<file path="src/sv/tds_median_compensated_ppm_unit_defines.svh">
// assertion macros shared by the tds unit modules
`ifndef TDS_MEDIAN_COMPENSATED_PPM_UNIT_DEFINES_SVH
`define TDS_MEDIAN_COMPENSATED_PPM_UNIT_DEFINES_SVH

// checked only outside reset
`define TDSMC_ASSERT(name, prop, msg) \
  name: assert property (@(posedge clk_i) disable iff (!rst_ni) prop) \
    else $error(msg);

// checked at every edge, reset included
`define TDSMC_ASSERT_ALWAYS(name, prop, msg) \
  name: assert property (@(posedge clk_i) prop) else $error(msg);

`endif

</file>
<file path="src/sv/tdsmc_pkg.sv">
package tdsmc_pkg;

  // fixed field widths
  localparam int unsigned SAMPLE_W = 12;
  localparam int unsigned TEMP_W   = 10;
  localparam int unsigned PPM_W    = 14;
  localparam int unsigned MEDIAN_W = 12;

  // opcodes
  localparam logic OP_SAMPLE = 1'b0;
  localparam logic OP_REPORT = 1'b1;

  // 25 C in sixteenths of a degree
  localparam logic [TEMP_W-1:0] TEMP_RESET = 10'd400;

  // fixed point constants
  localparam logic [17:0] VREF_Q16  = 18'd216269;  // 3.3 in Q.16
  localparam logic [19:0] RECIP_25  = 20'd671089;  // ceil(2^24 / 25)
  localparam logic [19:0] COEF_A    = 20'd546488;  // 133.42 in Q.12
  localparam logic [19:0] COEF_B    = 20'd1048003; // 255.86 in Q.12
  localparam logic [21:0] COEF_C    = 22'd3511869; // 857.39 in Q.12
  localparam logic [PPM_W-1:0] PPM_MAX = 14'd16383;

  // shared multiplier widths
  localparam int unsigned MUL_A_W = 22;
  localparam int unsigned MUL_B_W = 28;
  localparam int unsigned PROD_W  = MUL_A_W + MUL_B_W;

  // one queued input word
  typedef struct packed {
    logic                op;
    logic [SAMPLE_W-1:0] sample;
  } tdsmc_word_t;

endpackage

</file>
<file path="src/sv/tdsmc_front.sv">
module tdsmc_front (
  input  logic                  clk_i,
  input  logic                  rst_ni,
  input  logic                  in_valid_i,
  output logic                  in_ready_o,
  input  tdsmc_pkg::tdsmc_word_t in_word_i,
  output logic                  out_valid_o,
  input  logic                  out_ready_i,
  output tdsmc_pkg::tdsmc_word_t out_word_o
);
  import tdsmc_pkg::*;

  localparam int unsigned DEPTH = 2;

  tdsmc_word_t q_q [DEPTH];
  logic        wr_ptr_q;
  logic        rd_ptr_q;
  logic [1:0]  cnt_q;
  logic        push;
  logic        pop;

  // handshake
  assign in_ready_o  = (cnt_q != 2'(DEPTH));
  assign out_valid_o = (cnt_q != 2'd0);
  assign out_word_o  = q_q[rd_ptr_q];
  assign push        = in_valid_i && in_ready_o;
  assign pop         = out_valid_o && out_ready_i;

  // queue storage
  always_ff @(posedge clk_i) begin
    if (push) begin
      q_q[wr_ptr_q] <= in_word_i;
    end
  end

  // pointers and fill count
  always_ff @(posedge clk_i or negedge rst_ni) begin
    if (!rst_ni) begin
      wr_ptr_q <= 1'b0;
      rd_ptr_q <= 1'b0;
      cnt_q    <= 2'd0;
    end else begin
      if (push) begin
        wr_ptr_q <= ~wr_ptr_q;
      end
      if (pop) begin
        rd_ptr_q <= ~rd_ptr_q;
      end
      case ({push, pop})
        2'b10:   cnt_q <= cnt_q + 2'd1;
        2'b01:   cnt_q <= cnt_q - 2'd1;
        default: cnt_q <= cnt_q;
      endcase
    end
  end

endmodule

</file>
<file path="src/sv/tdsmc_window.sv">
`include "tds_median_compensated_ppm_unit_defines.svh"

module tdsmc_window #(
  parameter int unsigned WINDOW   = 32,
  parameter int unsigned ADC_BITS = 12
) (
  input  logic                  clk_i,
  input  logic                  rst_ni,
  input  logic                  in_valid_i,
  output logic                  in_ready_o,
  input  tdsmc_pkg::tdsmc_word_t in_word_i,
  output logic                  med_valid_o,
  input  logic                  med_ready_i,
  output logic [ADC_BITS-1:0]   med_o
);
  import tdsmc_pkg::*;

  localparam int unsigned AW    = $clog2(WINDOW);
  localparam int unsigned CW    = $clog2(WINDOW + 1);
  localparam int unsigned BW    = $clog2(ADC_BITS);
  localparam int unsigned EW    = (ADC_BITS > SAMPLE_W) ? ADC_BITS : SAMPLE_W;
  localparam bit          EVEN  = ((WINDOW % 2) == 0);
  localparam int unsigned K_LO  = EVEN ? (WINDOW / 2 - 1) : ((WINDOW - 1) / 2);
  localparam int unsigned K_HI  = WINDOW / 2;

  typedef enum logic [1:0] {ST_IDLE, ST_SWEEP, ST_DRAIN, ST_SEND} state_e;

  state_e              state_q;
  logic [AW-1:0]       slot_q;
  logic [WINDOW-1:0]   vld_q;
  logic [AW-1:0]       addr_q;
  logic [ADC_BITS-1:0] mem [WINDOW];
  logic [ADC_BITS-1:0] rd_data_q;
  logic                rd_vld_q;
  logic                rd_live_q;
  logic [CW-1:0]       cnt_q;
  logic [CW-1:0]       rank_q;
  logic [ADC_BITS-1:0] prefix_q;
  logic [BW-1:0]       bit_q;
  logic                second_q;
  logic [ADC_BITS-1:0] low_q;
  logic [ADC_BITS-1:0] med_q;

  logic                accept;
  logic                we;
  logic [EW-1:0]       sample_ext;
  logic [ADC_BITS-1:0] wr_data;
  logic [AW-1:0]       slot_nxt;
  logic [ADC_BITS-1:0] entry;
  logic [ADC_BITS-1:0] hi_mask;
  logic                hit;
  logic [CW-1:0]       cnt_sum;
  logic                take_one;
  logic [ADC_BITS-1:0] prefix_new;
  logic [ADC_BITS:0]   pair_sum;

  // write side
  assign in_ready_o = (state_q == ST_IDLE);
  assign accept     = in_valid_i && in_ready_o;
  assign we         = accept && (in_word_i.op == OP_SAMPLE);
  assign sample_ext = EW'(in_word_i.sample);
  assign wr_data    = sample_ext[ADC_BITS-1:0];
  assign slot_nxt   = (slot_q == AW'(WINDOW - 1)) ? '0 : slot_q + 1'b1;

  // radix select: count entries under the prefix with a zero at bit_q
  assign entry      = rd_vld_q ? rd_data_q : '0;
  assign hi_mask    = ({ADC_BITS{1'b1}} << bit_q) << 1;
  assign hit        = rd_live_q && (((entry ^ prefix_q) & hi_mask) == '0) && !entry[bit_q];
  assign cnt_sum    = cnt_q + CW'(hit);
  assign take_one   = (rank_q >= cnt_sum);
  assign prefix_new = prefix_q | (take_one ? (ADC_BITS'(1) << bit_q) : '0);
  assign pair_sum   = {1'b0, low_q} + {1'b0, prefix_new};

  assign med_valid_o = (state_q == ST_SEND);
  assign med_o       = med_q;

  // sample memory, registered read
  always_ff @(posedge clk_i) begin
    if (we) begin
      mem[slot_q] <= wr_data;
    end
    rd_data_q <= mem[addr_q];
  end

  // sequencer
  always_ff @(posedge clk_i or negedge rst_ni) begin
    if (!rst_ni) begin
      state_q   <= ST_IDLE;
      slot_q    <= '0;
      vld_q     <= '0;
      addr_q    <= '0;
      rd_vld_q  <= 1'b0;
      rd_live_q <= 1'b0;
      cnt_q     <= '0;
      rank_q    <= '0;
      prefix_q  <= '0;
      bit_q     <= '0;
      second_q  <= 1'b0;
      low_q     <= '0;
      med_q     <= '0;
    end else begin
      rd_vld_q <= vld_q[addr_q];
      case (state_q)
        ST_IDLE: begin
          rd_live_q <= 1'b0;
          if (we) begin
            vld_q[slot_q] <= 1'b1;
            slot_q        <= slot_nxt;
          end else if (accept) begin
            rank_q   <= CW'(K_LO);
            prefix_q <= '0;
            bit_q    <= BW'(ADC_BITS - 1);
            addr_q   <= '0;
            cnt_q    <= '0;
            second_q <= 1'b0;
            state_q  <= ST_SWEEP;
          end
        end
        ST_SWEEP: begin
          rd_live_q <= 1'b1;
          cnt_q     <= cnt_sum;
          if (addr_q == AW'(WINDOW - 1)) begin
            state_q <= ST_DRAIN;
          end else begin
            addr_q <= addr_q + 1'b1;
          end
        end
        ST_DRAIN: begin
          rd_live_q <= 1'b0;
          prefix_q  <= prefix_new;
          if (take_one) begin
            rank_q <= rank_q - cnt_sum;
          end
          cnt_q  <= '0;
          addr_q <= '0;
          if (bit_q != '0) begin
            bit_q   <= bit_q - 1'b1;
            state_q <= ST_SWEEP;
          end else if (EVEN && !second_q) begin
            // lower middle found, now the upper one
            low_q    <= prefix_new;
            second_q <= 1'b1;
            rank_q   <= CW'(K_HI);
            prefix_q <= '0;
            bit_q    <= BW'(ADC_BITS - 1);
            state_q  <= ST_SWEEP;
          end else begin
            med_q   <= EVEN ? pair_sum[ADC_BITS:1] : prefix_new;
            state_q <= ST_SEND;
          end
        end
        ST_SEND: begin
          if (med_ready_i) begin
            state_q <= ST_IDLE;
          end
        end
        default: state_q <= ST_IDLE;
      endcase
    end
  end

  `TDSMC_ASSERT(a_cnt_bound, cnt_q <= CW'(WINDOW), "count exceeds window")
  `TDSMC_ASSERT(a_rank_bound, rank_q < CW'(WINDOW), "rank outside window")
  `TDSMC_ASSERT(a_slot_bound, slot_q <= AW'(WINDOW - 1), "write slot outside window")

endmodule

</file>
<file path="src/sv/tdsmc_calc.sv">
`include "tds_median_compensated_ppm_unit_defines.svh"

module tdsmc_calc #(
  parameter int unsigned ADC_BITS = 12
) (
  input  logic                             clk_i,
  input  logic                             rst_ni,
  input  logic                             med_valid_i,
  output logic                             med_ready_o,
  input  logic [ADC_BITS-1:0]              med_i,
  input  logic [tdsmc_pkg::TEMP_W-1:0]     temp_i,
  output logic                             out_valid_o,
  input  logic                             out_ready_i,
  output logic [tdsmc_pkg::PPM_W-1:0]      ppm_o,
  output logic [tdsmc_pkg::MEDIAN_W-1:0]   median_o,
  output logic                             sat_o
);
  import tdsmc_pkg::*;

  localparam int unsigned VW   = ADC_BITS + 6;
  localparam int unsigned DW   = VW + 12;
  localparam int unsigned CNTW = $clog2(DW + 1);
  localparam int unsigned KW   = 13;
  localparam int unsigned C_W  = 20;
  localparam int unsigned C2_W = 24;
  localparam int unsigned C3_W = 28;
  localparam int unsigned PW   = PROD_W - 29;
  localparam int unsigned MXW  = (ADC_BITS > MEDIAN_W) ? ADC_BITS : MEDIAN_W;

  typedef enum logic [3:0] {
    ST_IDLE, ST_VOLT, ST_COEF, ST_DIV, ST_CLAMP, ST_SQ, ST_CUBE,
    ST_TERM_A, ST_TERM_C, ST_TERM_B, ST_OUT
  } state_e;

  state_e               state_q;
  logic [MUL_A_W-1:0]   mul_a_q;
  logic [MUL_B_W-1:0]   mul_b_q;
  logic [ADC_BITS-1:0]  med_q;
  logic [DW-1:0]        dvd_q;
  logic [KW-1:0]        k_q;
  logic [KW-1:0]        rem_q;
  logic [CNTW-1:0]      div_cnt_q;
  logic [C_W-1:0]       c_q;
  logic [C2_W-1:0]      c2_q;
  logic [PROD_W-1:0]    acc_q;
  logic [PPM_W-1:0]     ppm_q;
  logic                 sat_q;
  logic                 out_valid_q;
  logic [PPM_W-1:0]     out_ppm_q;
  logic [MEDIAN_W-1:0]  out_med_q;
  logic                 out_sat_q;

  logic [PROD_W-1:0]    prod;
  logic [KW:0]          rem_sh;
  logic                 ge;
  logic [KW-1:0]        rem_nx;
  logic [C_W-1:0]       c_clamp;
  logic [10:0]          tsum;
  logic [17:0]          tscaled;
  logic [PROD_W-1:0]    diff;
  logic [PW-1:0]        ppm_full;
  logic                 ppm_sat;
  logic [MXW-1:0]       med_ext;

  // shared multiplier, operands registered
  assign prod = PROD_W'(mul_a_q) * PROD_W'(mul_b_q);

  // restoring divider step
  assign rem_sh = {rem_q, dvd_q[DW-1]};
  assign ge     = (rem_sh >= {1'b0, k_q});
  assign rem_nx = ge ? KW'(rem_sh - {1'b0, k_q}) : rem_sh[KW-1:0];

  // quotients of 16 V and more saturate the cubic anyway
  assign c_clamp = (|dvd_q[DW-1:C_W]) ? '1 : dvd_q[C_W-1:0];

  // temperature coefficient numerator (T16 + 400) * 128
  assign tsum    = 11'(temp_i) + 11'd400;
  assign tscaled = {tsum, 7'b0};

  // final difference and clip
  assign diff     = acc_q - prod;
  assign ppm_full = (acc_q > prod) ? diff[PROD_W-1:29] : '0;
  assign ppm_sat  = (ppm_full > PW'(PPM_MAX));
  assign med_ext  = MXW'(med_q);

  assign med_ready_o = (state_q == ST_IDLE);
  assign out_valid_o = out_valid_q;
  assign ppm_o       = out_ppm_q;
  assign median_o    = out_med_q;
  assign sat_o       = out_sat_q;

  // datapath registers
  always_ff @(posedge clk_i) begin
    case (state_q)
      ST_IDLE: begin
        med_q   <= med_i;
        mul_a_q <= MUL_A_W'(VREF_Q16);
        mul_b_q <= MUL_B_W'(med_i);
      end
      ST_VOLT: begin
        dvd_q   <= {prod[12 +: VW], 12'b0};
        mul_a_q <= MUL_A_W'(RECIP_25);
        mul_b_q <= MUL_B_W'(tscaled);
      end
      ST_COEF: begin
        k_q   <= prod[24 +: KW];
        rem_q <= '0;
      end
      ST_DIV: begin
        rem_q <= rem_nx;
        dvd_q <= {dvd_q[DW-2:0], ge};
      end
      ST_CLAMP: begin
        c_q     <= c_clamp;
        mul_a_q <= MUL_A_W'(c_clamp);
        mul_b_q <= MUL_B_W'(c_clamp);
      end
      ST_SQ: begin
        c2_q    <= prod[16 +: C2_W];
        mul_a_q <= MUL_A_W'(c_q);
        mul_b_q <= MUL_B_W'(prod[16 +: C2_W]);
      end
      ST_CUBE: begin
        mul_a_q <= MUL_A_W'(COEF_A);
        mul_b_q <= MUL_B_W'(prod[16 +: C3_W]);
      end
      ST_TERM_A: begin
        acc_q   <= prod;
        mul_a_q <= MUL_A_W'(COEF_C);
        mul_b_q <= MUL_B_W'(c_q);
      end
      ST_TERM_C: begin
        acc_q   <= acc_q + prod;
        mul_a_q <= MUL_A_W'(COEF_B);
        mul_b_q <= MUL_B_W'(c2_q);
      end
      ST_TERM_B: begin
        sat_q <= ppm_sat;
        ppm_q <= ppm_sat ? PPM_MAX : ppm_full[PPM_W-1:0];
      end
      ST_OUT: begin
        if (!out_valid_q || out_ready_i) begin
          out_ppm_q <= ppm_q;
          out_med_q <= med_ext[MEDIAN_W-1:0];
          out_sat_q <= sat_q;
        end
      end
      default: ;
    endcase
  end

  // sequencer and output valid
  always_ff @(posedge clk_i or negedge rst_ni) begin
    if (!rst_ni) begin
      state_q     <= ST_IDLE;
      div_cnt_q   <= '0;
      out_valid_q <= 1'b0;
    end else begin
      if (out_valid_q && out_ready_i) begin
        out_valid_q <= 1'b0;
      end
      case (state_q)
        ST_IDLE:   if (med_valid_i) state_q <= ST_VOLT;
        ST_VOLT:   state_q <= ST_COEF;
        ST_COEF: begin
          div_cnt_q <= CNTW'(DW);
          state_q   <= ST_DIV;
        end
        ST_DIV: begin
          div_cnt_q <= div_cnt_q - 1'b1;
          if (div_cnt_q == CNTW'(1)) begin
            state_q <= ST_CLAMP;
          end
        end
        ST_CLAMP:  state_q <= ST_SQ;
        ST_SQ:     state_q <= ST_CUBE;
        ST_CUBE:   state_q <= ST_TERM_A;
        ST_TERM_A: state_q <= ST_TERM_C;
        ST_TERM_C: state_q <= ST_TERM_B;
        ST_TERM_B: state_q <= ST_OUT;
        ST_OUT: begin
          if (!out_valid_q || out_ready_i) begin
            out_valid_q <= 1'b1;
            state_q     <= ST_IDLE;
          end
        end
        default: state_q <= ST_IDLE;
      endcase
    end
  end

  `TDSMC_ASSERT(a_valid_from_out, $rose(out_valid_q) |-> $past(state_q == ST_OUT), "result without finish")
  `TDSMC_ASSERT(a_sat_clip, out_valid_q && out_sat_q |-> out_ppm_q == PPM_MAX, "clip flag without max")
  `TDSMC_ASSERT(a_div_count, state_q == ST_DIV |-> div_cnt_q != '0, "divider count ran out")

endmodule

</file>
<file path="src/sv/tds_median_compensated_ppm_unit.sv">
// TDS probe unit: median filter, temperature compensation, ppm conversion.
// Input stream s_axis: tuser[0] is the opcode (0 store sample, 1 report),
// tdata[11:0] the raw ADC sample. A sample is written into a ring window of
// WINDOW entries; a report returns one word on m_axis with the ppm value,
// the window median and a clip flag. Samples give no output word.
// cfg channel writes the water temperature in 1/16 C; write it only idle.
// Sample words are taken one per cycle through a two-word queue while the window is not busy with a report.
// A report sweeps the window once per median bit for each median pass (two passes
// for an even WINDOW, one for odd) over the single read port of the window
// memory, then runs the divider and the cubic on one shared multiplier.
// Reset empties the queue, zeroes the window and the write slot, and sets
// the temperature to 25 C. While m_axis is stalled the result is held,
// one more report finishes into the back end and the queue then fills and
// deasserts s_axis_tready.
module tds_median_compensated_ppm_unit #(
  parameter int unsigned WINDOW   = 32,
  parameter int unsigned ADC_BITS = 12
) (
  input  logic        clk_i,
  input  logic        rst_ni,
  input  logic        s_axis_tvalid,
  output logic        s_axis_tready,
  input  logic [15:0] s_axis_tdata,   // adc_sample[11:0], zero pad
  input  logic [0:0]  s_axis_tuser,   // opcode[0]
  output logic        m_axis_tvalid,
  input  logic        m_axis_tready,
  output logic [31:0] m_axis_tdata,   // tds_ppm[13:0], median_code[25:14], zero pad
  output logic [0:0]  m_axis_tuser,   // saturated[0]
  input  logic        cfg_valid_i,
  output logic        cfg_ready_o,
  input  logic [tdsmc_pkg::TEMP_W-1:0] cfg_data_i
);
  import tdsmc_pkg::*;

  tdsmc_word_t         in_word;
  tdsmc_word_t         q_word;
  logic                q_valid;
  logic                q_ready;
  logic                med_valid;
  logic                med_ready;
  logic [ADC_BITS-1:0] med;
  logic [TEMP_W-1:0]   temp_q;
  logic [PPM_W-1:0]    ppm;
  logic [MEDIAN_W-1:0] median;
  logic                sat;

  // temperature register
  assign cfg_ready_o = 1'b1;
  always_ff @(posedge clk_i or negedge rst_ni) begin
    if (!rst_ni) begin
      temp_q <= TEMP_RESET;
    end else if (cfg_valid_i) begin
      temp_q <= cfg_data_i;
    end
  end

  assign in_word.op     = s_axis_tuser[0];
  assign in_word.sample = s_axis_tdata[SAMPLE_W-1:0];

  // front queue
  tdsmc_front u_front (
    .clk_i       (clk_i),
    .rst_ni      (rst_ni),
    .in_valid_i  (s_axis_tvalid),
    .in_ready_o  (s_axis_tready),
    .in_word_i   (in_word),
    .out_valid_o (q_valid),
    .out_ready_i (q_ready),
    .out_word_o  (q_word)
  );

  // window store and median select
  tdsmc_window #(
    .WINDOW   (WINDOW),
    .ADC_BITS (ADC_BITS)
  ) u_window (
    .clk_i       (clk_i),
    .rst_ni      (rst_ni),
    .in_valid_i  (q_valid),
    .in_ready_o  (q_ready),
    .in_word_i   (q_word),
    .med_valid_o (med_valid),
    .med_ready_i (med_ready),
    .med_o       (med)
  );

  // compensation and ppm
  tdsmc_calc #(
    .ADC_BITS (ADC_BITS)
  ) u_calc (
    .clk_i       (clk_i),
    .rst_ni      (rst_ni),
    .med_valid_i (med_valid),
    .med_ready_o (med_ready),
    .med_i       (med),
    .temp_i      (temp_q),
    .out_valid_o (m_axis_tvalid),
    .out_ready_i (m_axis_tready),
    .ppm_o       (ppm),
    .median_o    (median),
    .sat_o       (sat)
  );

  assign m_axis_tdata = {6'b0, median, ppm};
  assign m_axis_tuser = sat;

endmodule
</file>
<file path="config.mk">
export PLATFORM = sky130hd
export DESIGN_NAME = tds_median_compensated_ppm_unit
export DESIGN_NICKNAME = d
export VERILOG_FILES = /design/src/sv/tdsmc_pkg.sv /design/src/sv/tdsmc_front.sv /design/src/sv/tdsmc_window.sv /design/src/sv/tdsmc_calc.sv /design/src/sv/tds_median_compensated_ppm_unit.sv
export VERILOG_INCLUDE_DIRS = /design/src /design/src/sv
export SDC_FILE = /design/constraint.sdc
export NUM_CORES = 2
export LEC_CHECK = 0
export BUFFER_PORTS_ARGS = -buffer_cell sky130_fd_sc_hd__buf_2
export CAP_MARGIN = 5
export CORE_MARGIN = 3
export CORE_UTILIZATION = 30
export CTS_BUF_LIST = sky130_fd_sc_hd__clkbuf_16
export CTS_CLUSTER_SIZE = 30
export DETAILED_ROUTE_END_ITERATION = 16
export HOLD_SLACK_MARGIN = 0.05
export SLEW_MARGIN = 15
export SYNTH_ARGS = -nofsm -noshare
export SYNTH_HDL_FRONTEND = slang
export SYNTH_SLANG_ARGS = --single-unit
export TNS_END_PERCENT = 1
</file>
<file path="constraint.sdc">
create_clock -name clk_i -period 14.3 [get_ports clk_i]
set_clock_uncertainty 0.2 [all_clocks]
set_input_delay 2.86 -clock clk_i [delete_from_list [all_inputs] [get_ports clk_i]]
set_output_delay 2.86 -clock clk_i [all_outputs]
set_load 0.01 [all_outputs]
</file>
==> run metrics <==
commonest non-fill, non-tap cell in the layout=inv_1; adder-cell share of the synthesized area=between 20% and 30%; # rows=160; Filler Cells Inserted=between 15,000 and 20,000; xor/xnor cell area share of the yosys netlist=between 2 and 2.5%; Slowest-stage cell, CP=edfxtp_1; Hold WC Path Type=flop to flop; fmax=roughly 81 MHz; Via density=between 4 and 5; CP max stage delay=~1 ns; Ports=68; crit path max fanout=28; gate count of the mapped netlist=5,115; Die Span Y=~450 µm; routed len/inst=between 15 and 20 µm; final clock period utilization by the worst path=85.8%; antenna viol nets, final=0; Post-Synthesis Cell Area=57,900 µm²; H-tree depth=3; HPWL Detailed=between 100,000 and 150,000 µm; detailed-route DRC error count=0; commonest cells after routing, fill and taps aside=inv_1 (710), edfxtp_1 (663), nand2_1 (599), fa_1 (520), ha_1 (317); unrepaired setup endpoints after global routing=no; Hold Vio Cnt, Final=0; Reg area=between 20,000 and 25,000 µm²; CTS Buf Count=between 80 and 90; first drt pass iteration count=6; Slew @ Worst Pin=approximately 1.2 ns; Total Routing Usage GR=~14%; Max Cap Viol=0; Slew Viols, Final=0; Yosys warnings=0; GR Overflow Total=0; Primary FF master, synth=edfxtp_1; largest family of logic cells by synthesized area=adder cells; footprint of the multi-input gates=roughly 31,000 µm²; CTS resizes=0; Most Frequent Cell on Critical Path=fa_1; vias=about 38,000; mux contribution to synthesized area=between 6 and 7%; CP Capture Type=flop; Port Buf Inserts=between 50 and 60; number of antenna violations at the first check in global routing=1; final setup TNS=0 ns; Starting Density=30.3%; #FFs+latches synth=roughly 800; Final GP Congestion=approximately 0.88; arrival time worst endpoint=~12 ns; share of layout cells above drive strength 1=10.6%; nets=about 5,900; EDFF count, synth=around 660; final WL=143,000 µm; status=completed; Synth-to-Final Area Change=10.0%; Reg clk slew, reported paths=~0.060 ns; first-pass GRT wire length=227,000 µm; clock tree buffer depth=3; core area=between 150,000 and 200,000 µm²; vias in the first global route=between 30,000 and 40,000; critical path class=flop to flop; # clock sinks=~800; Setup Buffers After CTS=0; setup violators final=0; slew margin rel.=18.1%; sequential area share after synthesis=between 40% and 50%; post-synthesis async set-or-reset flop share=15.4%; Worst Path Required=between 10 and 15 ns; Worst-Skew Late Latency=a little under 0.7 ns; largest net degree at the start of global routing=72; CTS tree=yes; Die ar.=about 200,000 µm²; 1st-iter DRT viols=approximately 2,900; Die W=around 450 µm; Synth Area in Compound Gates=just under 9%; fraction of the mapped netlist area in simple logic gates=a little under an eighth; Synth Area per Inst=11.3 µm²; Setup crit start kind=flop; Final min period=between 10 and 15 ns; Netlist cell types=90; hold-fix buffers at CTS=0; Clock Root Buffer=clkbuf_16
final cells by class:
| type | count | share of cell area [%] |
|---|---|---|
| Inverter | 703 | 4.14 |
| Tap cell | 2511 | 4.93 |
| Antenna cell | 1 | 0.00393 |
| Timing Repair Buffer | 132 | 1.36 |
| Sequential cell | 798 | 36.5 |
| Clock inverter | 72 | 0.943 |
| Clock buffer | 85 | 3.34 |
| Multi-Input combinational cell | 3357 | 48.8 |
synthesized netlist by cell type, drive strengths merged, types with 11 or more instances:
cell type  count  area, µm²
clkbuf       222        833
a21oi        225       1130
dfrtp        120       3000
nor4          27        190
and2         256       1600
a211oi        24        185
xnor2         89        780
nand4         19        119
o211ai        17        128
buf           40        193
nand3         42        210
dfxtp         12        240
nor2         217        815
or3           12       75.1
ha           317       3970
and3          27        169
a41oi         20        250
a21o          57        428
o21ai        212       1060
nor2b         35        219
a222oi        13        130
a22oi         11       87.6
mux2i         25        250
or2           55        344
mux4         132       2970
a21boi        12       90.1
o21a          20        150
edfxtp       663      19900
nor3          45        225
xor2          49        429
mux2          40        450
nand2        600       2250
o21bai        36        270
a31oi         34        213
o31ai         19        143
inv          701       2630
fa           520      10400
nand2b        21        131
worst max-delay path: cells and delay by family, from the launching register on:
family                   cells  cell delay [ns]
adder cells (fa/ha/maj)      9             4.25
flip-flops                   1             1.03
AND/OR/NAND/NOR              8             2.57
XOR/XNOR                     1             0.39
buffers and inverters        5             0.30
AO/OA/AOI/OAI                9             3.12
sequential cells by signal, summed over array words and instances, names as in the netlist, 6 cells and up:
| signal | flops |
|---|---|
| u_window.vld_q | 32 |
| u_window.mem | 384 |
| u_window.cnt_q | 6 |
| u_calc.c_q | 20 |
| u_window.low_q | 12 |
| u_calc.dvd_q | 30 |
| u_calc.rem_q | 13 |
| u_calc.mul_b_q | 28 |
| u_calc.c2_q | 24 |
| u_calc.median_o | 12 |
| u_calc.ppm_q | 14 |
| u_window.med_o | 12 |
| temp_q | 10 |
| u_front.q_q | 26 |
| u_window.rd_data_q | 12 |
| u_window.prefix_q | 12 |
| u_calc.med_ext | 12 |
| u_calc.mul_a_q | 21 |
| u_calc.k_q | 13 |
| u_calc.ppm_o | 14 |
| u_calc.acc_q | 50 |
| u_window.rank_q | 6 |
final timing paths:
check                                       start                  to  slack [ns]  depth (start not counted)
worst max-delay path            u_calc.mul_a_q[4]     u_calc.ppm_q[1]        2.03                         32
worst min-delay path            u_calc.med_ext[7]  u_calc.median_o[7]        0.22                          0
worst max register to register  u_calc.mul_a_q[4]     u_calc.ppm_q[1]        2.03                         32
worst min register to register  u_calc.med_ext[7]  u_calc.median_o[7]        0.22                          0
max in group asynchronous                  rst_ni  u_window.addr_q[0]       10.48                          2
min in group asynchronous                  rst_ni   u_window.vld_q[6]        2.05                          1
routing by layer:
metal,global-route usage [%],vias to the layer above,part of all wire [%]
li1,-,17300,-
met1,19.3,19300,44
met2,24.7,982,49
met3,1.87,166,5.1
met4,3.55,0,2.2
met5,0,-,0
through the flow:
step,utilization (%),hold WS (ns),std cells,setup WS (ns),area [µm²]
global route,33.3,0.234,7658,1.08,63700
finish,33.3,0.217,7659,2.03,63700
detailed placement,31.9,0.205,7500,2.25,60900
CTS,33.3,0.220,7657,2.09,63600
global placement,31.9,0.204,7500,2.38,60900
floorplan,-,0.200,5120,4.32,57900
logic make-up (layout without fill, tap and decap cells):
logic type,Yosys count,count (layout)
simple gates,1388,1388
buf+inv,965,992
fa+ha+maj,837,837
flops,798,798
compound gates,790,790
mux,197,197
xor+xnor,138,138
other cells,2,8
Power is not shown: default switching activity piles up to over one toggle a cycle in this logic, so the estimate is an artifact.
